==> config.mk <==
export PLATFORM = sky130hd
export DESIGN_NAME = debug_text_decimal_emitter_top
export DESIGN_NICKNAME = d
export VERILOG_FILES = /design/src/dtde_pkg.sv /design/src/debug_text_decimal_emitter_top.sv
export SDC_FILE = /design/constraint.sdc
export NUM_CORES = 1
export LEC_CHECK = 0
export ABC_CLOCK_PERIOD_IN_PS = 7350
export BUFFER_PORTS_ARGS = -buffer_cell sky130_fd_sc_hd__buf_2
export CAP_MARGIN = 40
export CORE_ASPECT_RATIO = 0.75
export CORE_MARGIN = 1.5
export CORE_UTILIZATION = 31
export CTS_BUF_LIST = sky130_fd_sc_hd__clkbuf_2 sky130_fd_sc_hd__clkbuf_4 sky130_fd_sc_hd__clkbuf_8
export CTS_CLUSTER_DIAMETER = 150
export DETAILED_ROUTE_END_ITERATION = 12
export PLACE_DENSITY = 0.45
export SYNTH_ARGS = -nofsm -noshare
export SYNTH_HDL_FRONTEND = slang
export SYNTH_SLANG_ARGS = --single-unit
==> constraint.sdc <==
create_clock -name clk -period 7.35 [get_ports clk]
set_input_delay 0.3675 -clock clk [delete_from_list [all_inputs] [get_ports clk]]
set_output_delay 0.3675 -clock clk [all_outputs]
set_load 0.01 [all_outputs]
==> src/dtde_pkg.sv <==
// ----------------------------------------------------------------------------
// Debug text decimal emitter package
// Request and result payload types, request kinds and ASCII constants.
// ----------------------------------------------------------------------------
package dtde_pkg;

  localparam int INT_W      = 32;
  localparam int NUM_DIGITS = 10;
  localparam int BCD_W      = 4 * NUM_DIGITS;

  localparam logic [1:0] REQ_RAW  = 2'd0;
  localparam logic [1:0] REQ_TEXT = 2'd1;
  localparam logic [1:0] REQ_INT  = 2'd2;

  localparam logic [7:0] ASCII_ZERO  = 8'h30;
  localparam logic [7:0] ASCII_MINUS = 8'h2D;
  localparam logic [7:0] ASCII_CR    = 8'h0D;
  localparam logic [7:0] ASCII_LF    = 8'h0A;
  localparam logic [7:0] ASCII_NUL   = 8'h00;

  typedef struct packed {
    logic [1:0]              req_type;
    logic [7:0]              char_in;
    logic signed [INT_W-1:0] int_value;
  } in_t;

  typedef struct packed {
    logic [7:0] out_byte;
    logic       to_wired;
    logic       to_wireless;
    logic       last_byte;
  } out_t;

endpackage

==> src/debug_text_decimal_emitter_top.sv <==
// ----------------------------------------------------------------------------
// Debug text decimal emitter
// Formats raw characters, text characters (LF expanded to CR LF) and signed
// 32-bit integers (decimal ASCII) into a byte stream tagged with sink enables.
//
//   channel | direction | handshake          | payload
//   --------+-----------+--------------------+------------------------------
//   in      | input     | in_valid/in_stall  | in_data  (req, char, int)
//   out     | output    | out_valid/out_stall| out_data (byte, sinks, last)
//   cfg     | input     | cfg_we             | cfg_wdata (sink mask)
//
// One item at a time. Characters go out at one byte per cycle while the output
// does not stall. An integer is taken in at transfer, then converted by a
// 32-step bit-serial double dabble, then sent by 10 digit shifts.
// Output stalls hold the block back, except that a minus sign may wait
// during the conversion at no cost; a byte waits in the output register
// while the next is prepared. Reset is synchronous: sink mask returns to 1.
// ----------------------------------------------------------------------------
module debug_text_decimal_emitter_top (
  input  logic           clk,
  input  logic           rst_n,
  input  logic           in_valid,
  output logic           in_stall,
  input  dtde_pkg::in_t  in_data,
  output logic           out_valid,
  input  logic           out_stall,
  output dtde_pkg::out_t out_data,
  input  logic           cfg_we,
  input  logic [1:0]     cfg_wdata
);
  import dtde_pkg::*;

  localparam logic [1:0] S_IDLE = 2'd0;
  localparam logic [1:0] S_CHAR = 2'd1;
  localparam logic [1:0] S_CONV = 2'd2;
  localparam logic [1:0] S_DIG  = 2'd3;

  logic [1:0]       state_r, state_nxt;
  logic [1:0]       mask_r;
  logic             out_valid_r, out_valid_nxt;
  out_t             out_data_r, out_data_nxt;
  logic [INT_W-1:0] mag_r, mag_nxt;
  logic [BCD_W-1:0] bcd_r, bcd_nxt, bcd_adj;
  logic [4:0]       bit_cnt_r, bit_cnt_nxt;
  logic [3:0]       dig_cnt_r, dig_cnt_nxt;
  logic             seen_r, seen_nxt;

  logic             out_free;
  logic             in_xfer;
  logic [3:0]       top_dig;
  logic             last_dig;
  logic [INT_W-1:0] in_bits;

  assign out_free = !out_valid_r || !out_stall;
  assign in_stall = !((state_r == S_IDLE) && out_free);
  assign in_xfer  = in_valid && !in_stall;
  assign in_bits  = in_data.int_value;
  assign top_dig  = bcd_r[BCD_W-1 -: 4];
  assign last_dig = (dig_cnt_r == 4'(NUM_DIGITS - 1));

  // add 3 to every BCD digit of 5 or more before the shift
  always_comb begin
    for (int i = 0; i < NUM_DIGITS; i++) begin
      bcd_adj[4*i +: 4] = (bcd_r[4*i +: 4] >= 4'd5) ? bcd_r[4*i +: 4] + 4'd3
                                                     : bcd_r[4*i +: 4];
    end
  end

  always_comb begin
    state_nxt     = state_r;
    out_valid_nxt = out_valid_r && out_stall;
    out_data_nxt  = out_data_r;
    mag_nxt       = mag_r;
    bcd_nxt       = bcd_r;
    bit_cnt_nxt   = bit_cnt_r;
    dig_cnt_nxt   = dig_cnt_r;
    seen_nxt      = seen_r;

    unique case (state_r)
      S_IDLE: begin
        if (in_xfer) begin
          out_data_nxt.to_wired    = mask_r[0];
          out_data_nxt.to_wireless = mask_r[1];
          out_data_nxt.out_byte    = in_data.char_in;
          out_data_nxt.last_byte   = 1'b1;
          unique case (in_data.req_type)
            REQ_RAW: begin
              out_valid_nxt = 1'b1;
            end
            REQ_TEXT: begin
              if (in_data.char_in == ASCII_LF) begin
                out_valid_nxt          = 1'b1;
                out_data_nxt.out_byte  = ASCII_CR;
                out_data_nxt.last_byte = 1'b0;
                state_nxt              = S_CHAR;
              end else if (in_data.char_in != ASCII_NUL) begin
                out_valid_nxt = 1'b1;
              end
            end
            REQ_INT: begin
              out_data_nxt.out_byte  = ASCII_MINUS;
              out_data_nxt.last_byte = 1'b0;
              out_valid_nxt          = in_bits[INT_W-1];
              mag_nxt     = in_bits[INT_W-1] ? (~in_bits + INT_W'(1)) : in_bits;
              bcd_nxt     = '0;
              bit_cnt_nxt = '0;
              state_nxt   = S_CONV;
            end
            default: begin
              // unused kind: drop the item
            end
          endcase
        end
      end
      S_CHAR: begin
        if (out_free) begin
          out_valid_nxt            = 1'b1;
          out_data_nxt.out_byte    = ASCII_LF;
          out_data_nxt.to_wired    = mask_r[0];
          out_data_nxt.to_wireless = mask_r[1];
          out_data_nxt.last_byte   = 1'b1;
          state_nxt                = S_IDLE;
        end
      end
      S_CONV: begin
        bcd_nxt     = {bcd_adj[BCD_W-2:0], mag_r[INT_W-1]};
        mag_nxt     = {mag_r[INT_W-2:0], 1'b0};
        bit_cnt_nxt = bit_cnt_r + 5'd1;
        if (bit_cnt_r == 5'(INT_W - 1)) begin
          dig_cnt_nxt = '0;
          seen_nxt    = 1'b0;
          state_nxt   = S_DIG;
        end
      end
      S_DIG: begin
        // skip leading zeros; the last digit always goes out
        if ((top_dig != 4'd0) || seen_r || last_dig) begin
          if (out_free) begin
            out_valid_nxt            = 1'b1;
            out_data_nxt.out_byte    = ASCII_ZERO | {4'd0, top_dig};
            out_data_nxt.to_wired    = mask_r[0];
            out_data_nxt.to_wireless = mask_r[1];
            out_data_nxt.last_byte   = last_dig;
            seen_nxt                 = 1'b1;
            bcd_nxt                  = {bcd_r[BCD_W-5:0], 4'd0};
            dig_cnt_nxt              = dig_cnt_r + 4'd1;
            if (last_dig) begin
              state_nxt = S_IDLE;
            end
          end
        end else begin
          bcd_nxt     = {bcd_r[BCD_W-5:0], 4'd0};
          dig_cnt_nxt = dig_cnt_r + 4'd1;
        end
      end
      default: begin
        state_nxt = S_IDLE;
      end
    endcase
  end

  always_ff @(posedge clk) begin
    if (!rst_n) begin
      state_r     <= S_IDLE;
      out_valid_r <= 1'b0;
      mask_r      <= 2'd1;
    end else begin
      state_r     <= state_nxt;
      out_valid_r <= out_valid_nxt;
      if (cfg_we) begin
        mask_r <= cfg_wdata;
      end
    end
  end

  always_ff @(posedge clk) begin
    out_data_r <= out_data_nxt;
    mag_r      <= mag_nxt;
    bcd_r      <= bcd_nxt;
    bit_cnt_r  <= bit_cnt_nxt;
    dig_cnt_r  <= dig_cnt_nxt;
    seen_r     <= seen_nxt;
  end

  assign out_valid = out_valid_r;
  assign out_data  = out_data_r;

  a_conv_to_digits: assert property (@(posedge clk) disable iff (!rst_n)
    (state_r == S_CONV && bit_cnt_r == 5'(INT_W - 1)) |=> (state_r == S_DIG))
    else $error("conversion did not hand over to digit output");

  a_xfer_out_free: assert property (@(posedge clk) disable iff (!rst_n)
    in_xfer |-> (state_r == S_IDLE && out_free))
    else $error("input transfer while busy or output blocked");

  a_bcd_digit_range: assert property (@(posedge clk) disable iff (!rst_n)
    (state_r == S_DIG) |-> (top_dig <= 4'd9))
    else $error("BCD digit out of range");

  a_no_last_midconv: assert property (@(posedge clk) disable iff (!rst_n)
    (state_r == S_CONV && out_valid_r) |-> !out_data_r.last_byte)
    else $error("last byte flagged before digits were sent");

endmodule

==> metrics.txt, run 1 <==
largest family of logic cells by synthesized area simple AND/OR/NAND/NOR gates; clock tree buffer depth 2; minimum clock period 2.78 ns; initial antenna violation count 0; DR iter-0 viols 212; Hold Path Class primary input to register; Final Cell Area ~6800 µm²; CTS buffer count 9; routed len/inst 14.6 µm; synthesized net count 676; Starting Density between 30% and 40%; Slowest-stage cell, CP buf_4; number of cell rows 44; area grow syn2layout 12.7%; post_cts resized 0; CTS sink count 98; GRT Total Usage 13.9%; critical path, cell by cell buf_4, nand2_1, inv_1, a21o_1, buf_4; WP data arrival 2.80 ns; ys flop type edfxtp_1; CP startpoint kind register; status finished clean; Final setup viols 0; slew margin rel. 52.1%; post-DP HPWL about 9 mm; slew at the pin with the worst max-slew slack 0.719 ns; Synth Area in XOR/XNOR 6.66%; ANT cells 0; crit-path max cell delay between 0.5 and 0.6 ns; Synth Register Bits 98; Worst Setup End Kind register; Synth Area in Adders slightly above 6%; Overflow after GRT 0; GPL Wtd Cong ~0.8; CP Max Fanout 68; H-tree Lvls 3; vias per cell 4.92; Total Neg Setup Slack 0 ns; cell family contributing the most delay on the critical path buffers and inverters; clk_lat worst skew 0.39 ns; Final Hold Fails 0; Slew Viols, Final 0; first-pass GRT wire length 22.1 mm; CTS Root Cell clkbuf_8; via count around 4500; nets 727; Synth cell types 52; share of cells above drive strength 1 around 15%; area leader, netlist edfxtp_1; number of global-route vias before repair ~4400; Core ar. 19200 µm²; synth top area cells edfxtp_1 46%, ha_1 6.2%, xor2_1 4.5%; top-area cell type share of the netlist area 46.2%; max frequency 360 MHz; number of iterations in the first detailed-routing pass 4; height of the die 124 µm; number of post-CTS setup repair buffers 0; final wirelength 13.3 mm; fill cell count just under 2000; Yosys warnings 0; power per cell area 178 nW/µm²; I/O pin total 62; sequential cell area fraction in the yosys report 47.8%; synthesized area per cell 10.1 µm²; DP Area approximately 6600 µm²; die width 164 µm; Total Power 0.00121 W; Crit Path Class register to register; Final period util 37.8%; Post-synth EDFFs 93; Static Leak 2.46 nW; Synth Area in Compound Gates approximately 15%; Final Skew around 0.010 ns; reg2reg setup slack 4.57 ns; WHS 0.169 ns; simple logic cell fraction of the synthesized area 16.4%; Async S/R FF share, synth 0%; antenna-violating nets left 0; DIE AREA between 20000 and 25000 µm²; multiplexer share of the synthesized area 4.08%; I/O Buffers 61; CTS tree yes; peak supply drop 83.9 µV; Post-Syn Instances 597; largest net degree at the start of global routing 69; CP Buf/Inv Count 3; CP most frequent cell buf_4; Max Cap Viol 0; worst path required time 7.38 ns; Mapped Area 6050 µm²; # DRC 0; hold-fix buffers at CTS 0; Reg clk slew, reported paths 0.11 ns; RSZ-0062 raised after global routing no
[synthesized netlist by cell type (5+ instances only)]
library cell,number
nor2b_1,12
mux2_2,5
clkbuf_1,22
nor2_1,54
ha_1,30
o21ai_0,45
nand3_1,10
xnor2_1,15
o41ai_1,6
o32ai_1,6
mux2i_1,19
o31ai_1,9
a211oi_1,10
o21a_1,6
nor3b_1,13
edfxtp_1,93
inv_1,32
a21oi_1,38
xor2_1,31
and2_1,9
nor3_1,13
dfxtp_1,5
nand2_1,53
nand2b_1,13
[layout make-up]
| class | instances | area [µm²] | area share (%) |
|---|---|---|---|
| Tap cell | 253 | 317 | 4.65 |
| Timing Repair Buffer | 68 | 358 | 5.25 |
| Clock buffer | 9 | 124 | 1.82 |
| Sequential cell | 98 | 2890 | 42.5 |
| Multi-Input combinational cell | 438 | 2930 | 43.0 |
| Inverter | 33 | 124 | 1.82 |
| Clock inverter | 7 | 67.6 | 0.992 |
[metrics by stage]
stage | instances | setup WS, ns | util, %
2_1_floorplan | 597 | 3.23 | -
3_3_place_gp | 890 | 4.55 | 34.5
3_5_place_dp | 890 | 4.55 | 34.5
4_1_cts | 906 | 4.50 | 35.5
5_1_grt | 906 | 4.32 | 35.5
6_report | 906 | 4.57 | 35.5
[kinds of logic after synthesis]
group                      after synthesis
AOI/OAI and AO/OA                      138
xor gates and xnor gates                46
adders and majority gates               30
buffers and inverters                   61
DFF                                     98
muxes                                   24
and+or+nand+nor                        200
[layout by cell type (no fill, tap or decap), drive strengths merged, types with 4 or more instances in the layout]
master  netlist  routed
o31ai         9       9
ha           30      30
o21a          6       6
o21ai        46      46
and3          4       4
nor3b        13      13
clkbuf       22       9
a21oi        38      38
buf           6      68
nor4          4       4
o32ai         6       6
or3           5       5
inv          32      36
xnor2        15      15
a211oi       10      10
nor2         54      54
o41ai        11      11
mux2          5       5
and2          9       9
xor2         31      31
nand2b       13      13
or4           4       4
nor2b        12      12
dfxtp         5       5
nor3         13      13
mux2i        19      19
nand3        10      10
edfxtp       93      93
nand2        53      53
[path summary, 6_finish.rpt]
| kind | start | end | cells past startpoint |
|---|---|---|---|
| worst max-delay path | state_r[0]$_SDFFE_PN0P_ | bcd_r[17]$_DFFE_PP_ | 5 |
| worst min-delay path | rst_n | mask_r[0]$_SDFFE_PN1P_ | 2 |
| worst max register to register | state_r[0]$_SDFFE_PN0P_ | bcd_r[17]$_DFFE_PP_ | 5 |
| worst min register to register | mask_r[0]$_SDFFE_PN1P_ | out_data[2]$_DFFE_PP_ | 0 |
[sequential cells by signal, summed over array words and instances, names as in the netlist]
| name | cells |
|---|---|
| bit_cnt_r | 5 |
| bcd_r | 40 |
| mask_r | 2 |
| seen_r | 1 |
| dig_cnt_r | 4 |
| state_r | 2 |
| out_valid | 1 |
| out_data | 11 |
| mag_r | 32 |
[metal layers]
metal	track usage, %	share of wire [%]
met1	19.2	50
met2	21.7	44
met3	3.40	4.4
met4	3.69	1.0
met5	0	0
[worst reg2reg max path, delay by kind of cell (launching register included)]
kind | cells | cell delay [ns]
compound gates | 1 | 0.16
buf+inv | 3 | 1.41
flops | 1 | 0.33
simple gates | 1 | 0.51
[where the power goes]
| part | switching (W) | internal (W) |
|---|---|---|
| Clock | 0.000218 | 0.000133 |
| Sequential | 0.0000205 | 0.000655 |
| Combinational | 0.000109 | 0.0000767 |
| Total | 0.000348 | 0.000864 |
Note: power is estimated with default switching activity, not from simulation.
==> run 2, diff against run 1 <==
--- a/config.mk
+++ b/config.mk
@@ -5,7 +5,7 @@
 export SDC_FILE = /design/constraint.sdc
 export NUM_CORES = 1
 export LEC_CHECK = 0
-export ABC_CLOCK_PERIOD_IN_PS = 7350
+export ABC_CLOCK_PERIOD_IN_PS = 2620
 export BUFFER_PORTS_ARGS = -buffer_cell sky130_fd_sc_hd__buf_2
 export CAP_MARGIN = 40
 export CORE_ASPECT_RATIO = 0.75
==> constraint.sdc (replaced) <==
create_clock -name clk -period 2.62 [get_ports clk]
set_input_delay 0.131 -clock clk [delete_from_list [all_inputs] [get_ports clk]]
set_output_delay 0.131 -clock clk [all_outputs]
set_load 0.01 [all_outputs]
==> run 2 against run 1 <==
Net effect: sequential power grew to 2.8 times the previous value; hold slack worse by 0.14 ns; fmax is 38% higher; first-iteration DRC count decreased by 8.0%; critical path type unchanged.
==> metrics.txt, run 2 (synthesized netlist as in run 1, its figures left out) <==
status finished clean; Slowest-stage cell, CP edfxtp_1; Reg clk slew, reported paths ~0.10 ns; GRT busiest layer met2; CP Buf/Inv Count 1; Hold Path Class primary input to register; final wirelength 13.1 mm; via count between 4000 and 5000; number of iterations in the first detailed-routing pass 4; post_cts resized 0; minimum clock period between 2 and 2.5 ns; Internal 0.00242 W; height of the die 124 µm; FF-to-FF End dig_cnt_r[0]$_SDFFCE_PN0P_; slew margin rel. 58.1%; RSZ-0062 raised after global routing no; Total Neg Setup Slack 0 ns; post-DP HPWL 9.36 mm; clk_lat worst skew 0.38 ns; H-tree Lvls 3; I/O pin total 62; Biggest register bcd_r; vias per cell 4.87; antenna-violating nets left 0; # DRC 0; Net Sw Frac 28.0%; Max Cap Viol 0; number of cell rows 44; Overflow after GRT 0; max frequency 497 MHz; CP most frequent cell nand2_1; Starting Density 31.5%; r2r startpoint bcd_r[36]$_DFFE_PP_; DP Area 6690 µm²; peak supply drop 224 µV; ANT cells 0; critical path, cell by cell inv_1, ha_1, nor4b_1, nand2_1, nand3_1, nand2_1, a21oi_1; CTS tree yes; Post-Layout Cell Count 915; GR Util met2 a little over a fifth; nets 736; CTS Root Cell clkbuf_8; DR iter-0 viols 195; DIE AREA 20400 µm²; worst setup path endpoint dig_cnt_r[0]$_SDFFCE_PN0P_; CTS sink count 98; Crit Path Class register to register; commonest non-fill, non-tap cells in the layout 93 x edfxtp_1, 61 x buf_2, 53 x nand2_1, 53 x nor2_1, 45 x o21ai_0; CP Launch Point bcd_r[36]$_DFFE_PP_; power per cell area 487 nW/µm²; Reg2Reg Depth 7; P_sw 0.000941 W; GR Util met1 19.4%; Core ar. 19200 µm²; max FFs per register 40; GRT Total Usage about 14%; combinational power share 15.7%; CP startpoint kind register; Final Skew roughly 0.007 ns; Slew Viols, Final 0; clock tree buffer depth 2; worst min-delay path startpoint cfg_we; CP Max Fanout 4; first-pass GRT wire length approximately 22 mm; WP data arrival 2.07 ns; GPL Wtd Cong 0.772; slew at the pin with the worst max-slew slack 0.628 ns; Worst Setup End Kind register; Final setup viols 0; Static Leak around 2.5 nW; routed len/inst 14.3 µm; worst path required time 2.67 ns; reg2reg setup slack 0.61 ns; I/O Buffers ~60; post-layout util a little over a third; Final period util 76.8%; largest net degree at the start of global routing 48; DP Cell Count 896; WHS 0.0290 ns; initial antenna violation count 0; area grow syn2layout 14.1%; die width around 160 µm; Levels on crit path 7; Clock power frac 27.8%; Final Hold Fails 0; Seq pwr share 56.5%; most common cell after layout, fill and taps aside edfxtp_1; Final Cell Area 6900 µm²; share of cells above drive strength 1 16.2%; cell family contributing the most delay on the critical path simple AND/OR/NAND/NOR gates; crit-path max cell delay 0.45 ns; CTS buffer count 9; number of global-route vias before repair 4372; M3 GR Usage 2.86%
[run 2: changes by cell type in the layout (fill, tap and decap cells not counted), sizes merged]
cell / delta
dlygate4sd3: +3
clkinv: +1
clkinvlp: +1
buf: +6
inv: -2
[run 2: routing by layer]
metal  vias up  part of all wire, %
met5         -                    0
met1      2107                   53
li1       2275                    -
met3        13                  3.3
met2        63                   42
met4         0                  1.5
[run 2: tightest hold or removal path, cell delays in order]
cell     delay, ns
buf_2         0.10
mux2i_1       0.07
nor2_1        0.08
[run 2: timing repair]
action | CTS | global route
hold endpoints to repair | 2 | 0
buffers inserted | 0 | 0
hold buffers | 3 | 0
[run 2: area by class of cell]
class	count	area, µm²
Clock buffer	9	124
Tap cell	253	317
Clock inverter	7	53.8
Timing Repair Buffer	77	453
Inverter	33	124
Fill cell	1943	12300
Sequential cell	98	2890
Multi-Input combinational cell	438	2930
[run 2: per-stage QoR]
step                      total power [W]  setup slack [ns]
after detailed placement          0.00246             0.332
after global routing              0.00355             0.416
final                             0.00336             0.607
after global placement            0.00245             0.369
after CTS                         0.00343             0.553
after floorplan                   0.00227             0.182
[run 2: worst min path at each step]
stage                                        end  cells past startpoint  slack (ns)
final                     mask_r[1]$_SDFFE_PN0P_                      3        0.03
after floorplan           mask_r[0]$_SDFFE_PN1P_                      1        0.19
after detailed placement  mask_r[0]$_SDFFE_PN1P_                      2        0.34
after global placement    mask_r[0]$_SDFFE_PN1P_                      2        0.35
after global routing      out_data[10]$_DFFE_PP_                      2        0.02
after CTS                 mask_r[1]$_SDFFE_PN0P_                      3       0.008
[run 2: power by group through the flow]
stage,clock network [W],logic (W),registers (W)
final,0.000934,0.000527,0.00190
after global routing,0.00103,0.000602,0.00191
after CTS,0.000994,0.000537,0.00190
after detailed placement,0,0.000531,0.00193
after global placement,0,0.000522,0.00193
after floorplan,0,0.000347,0.00192
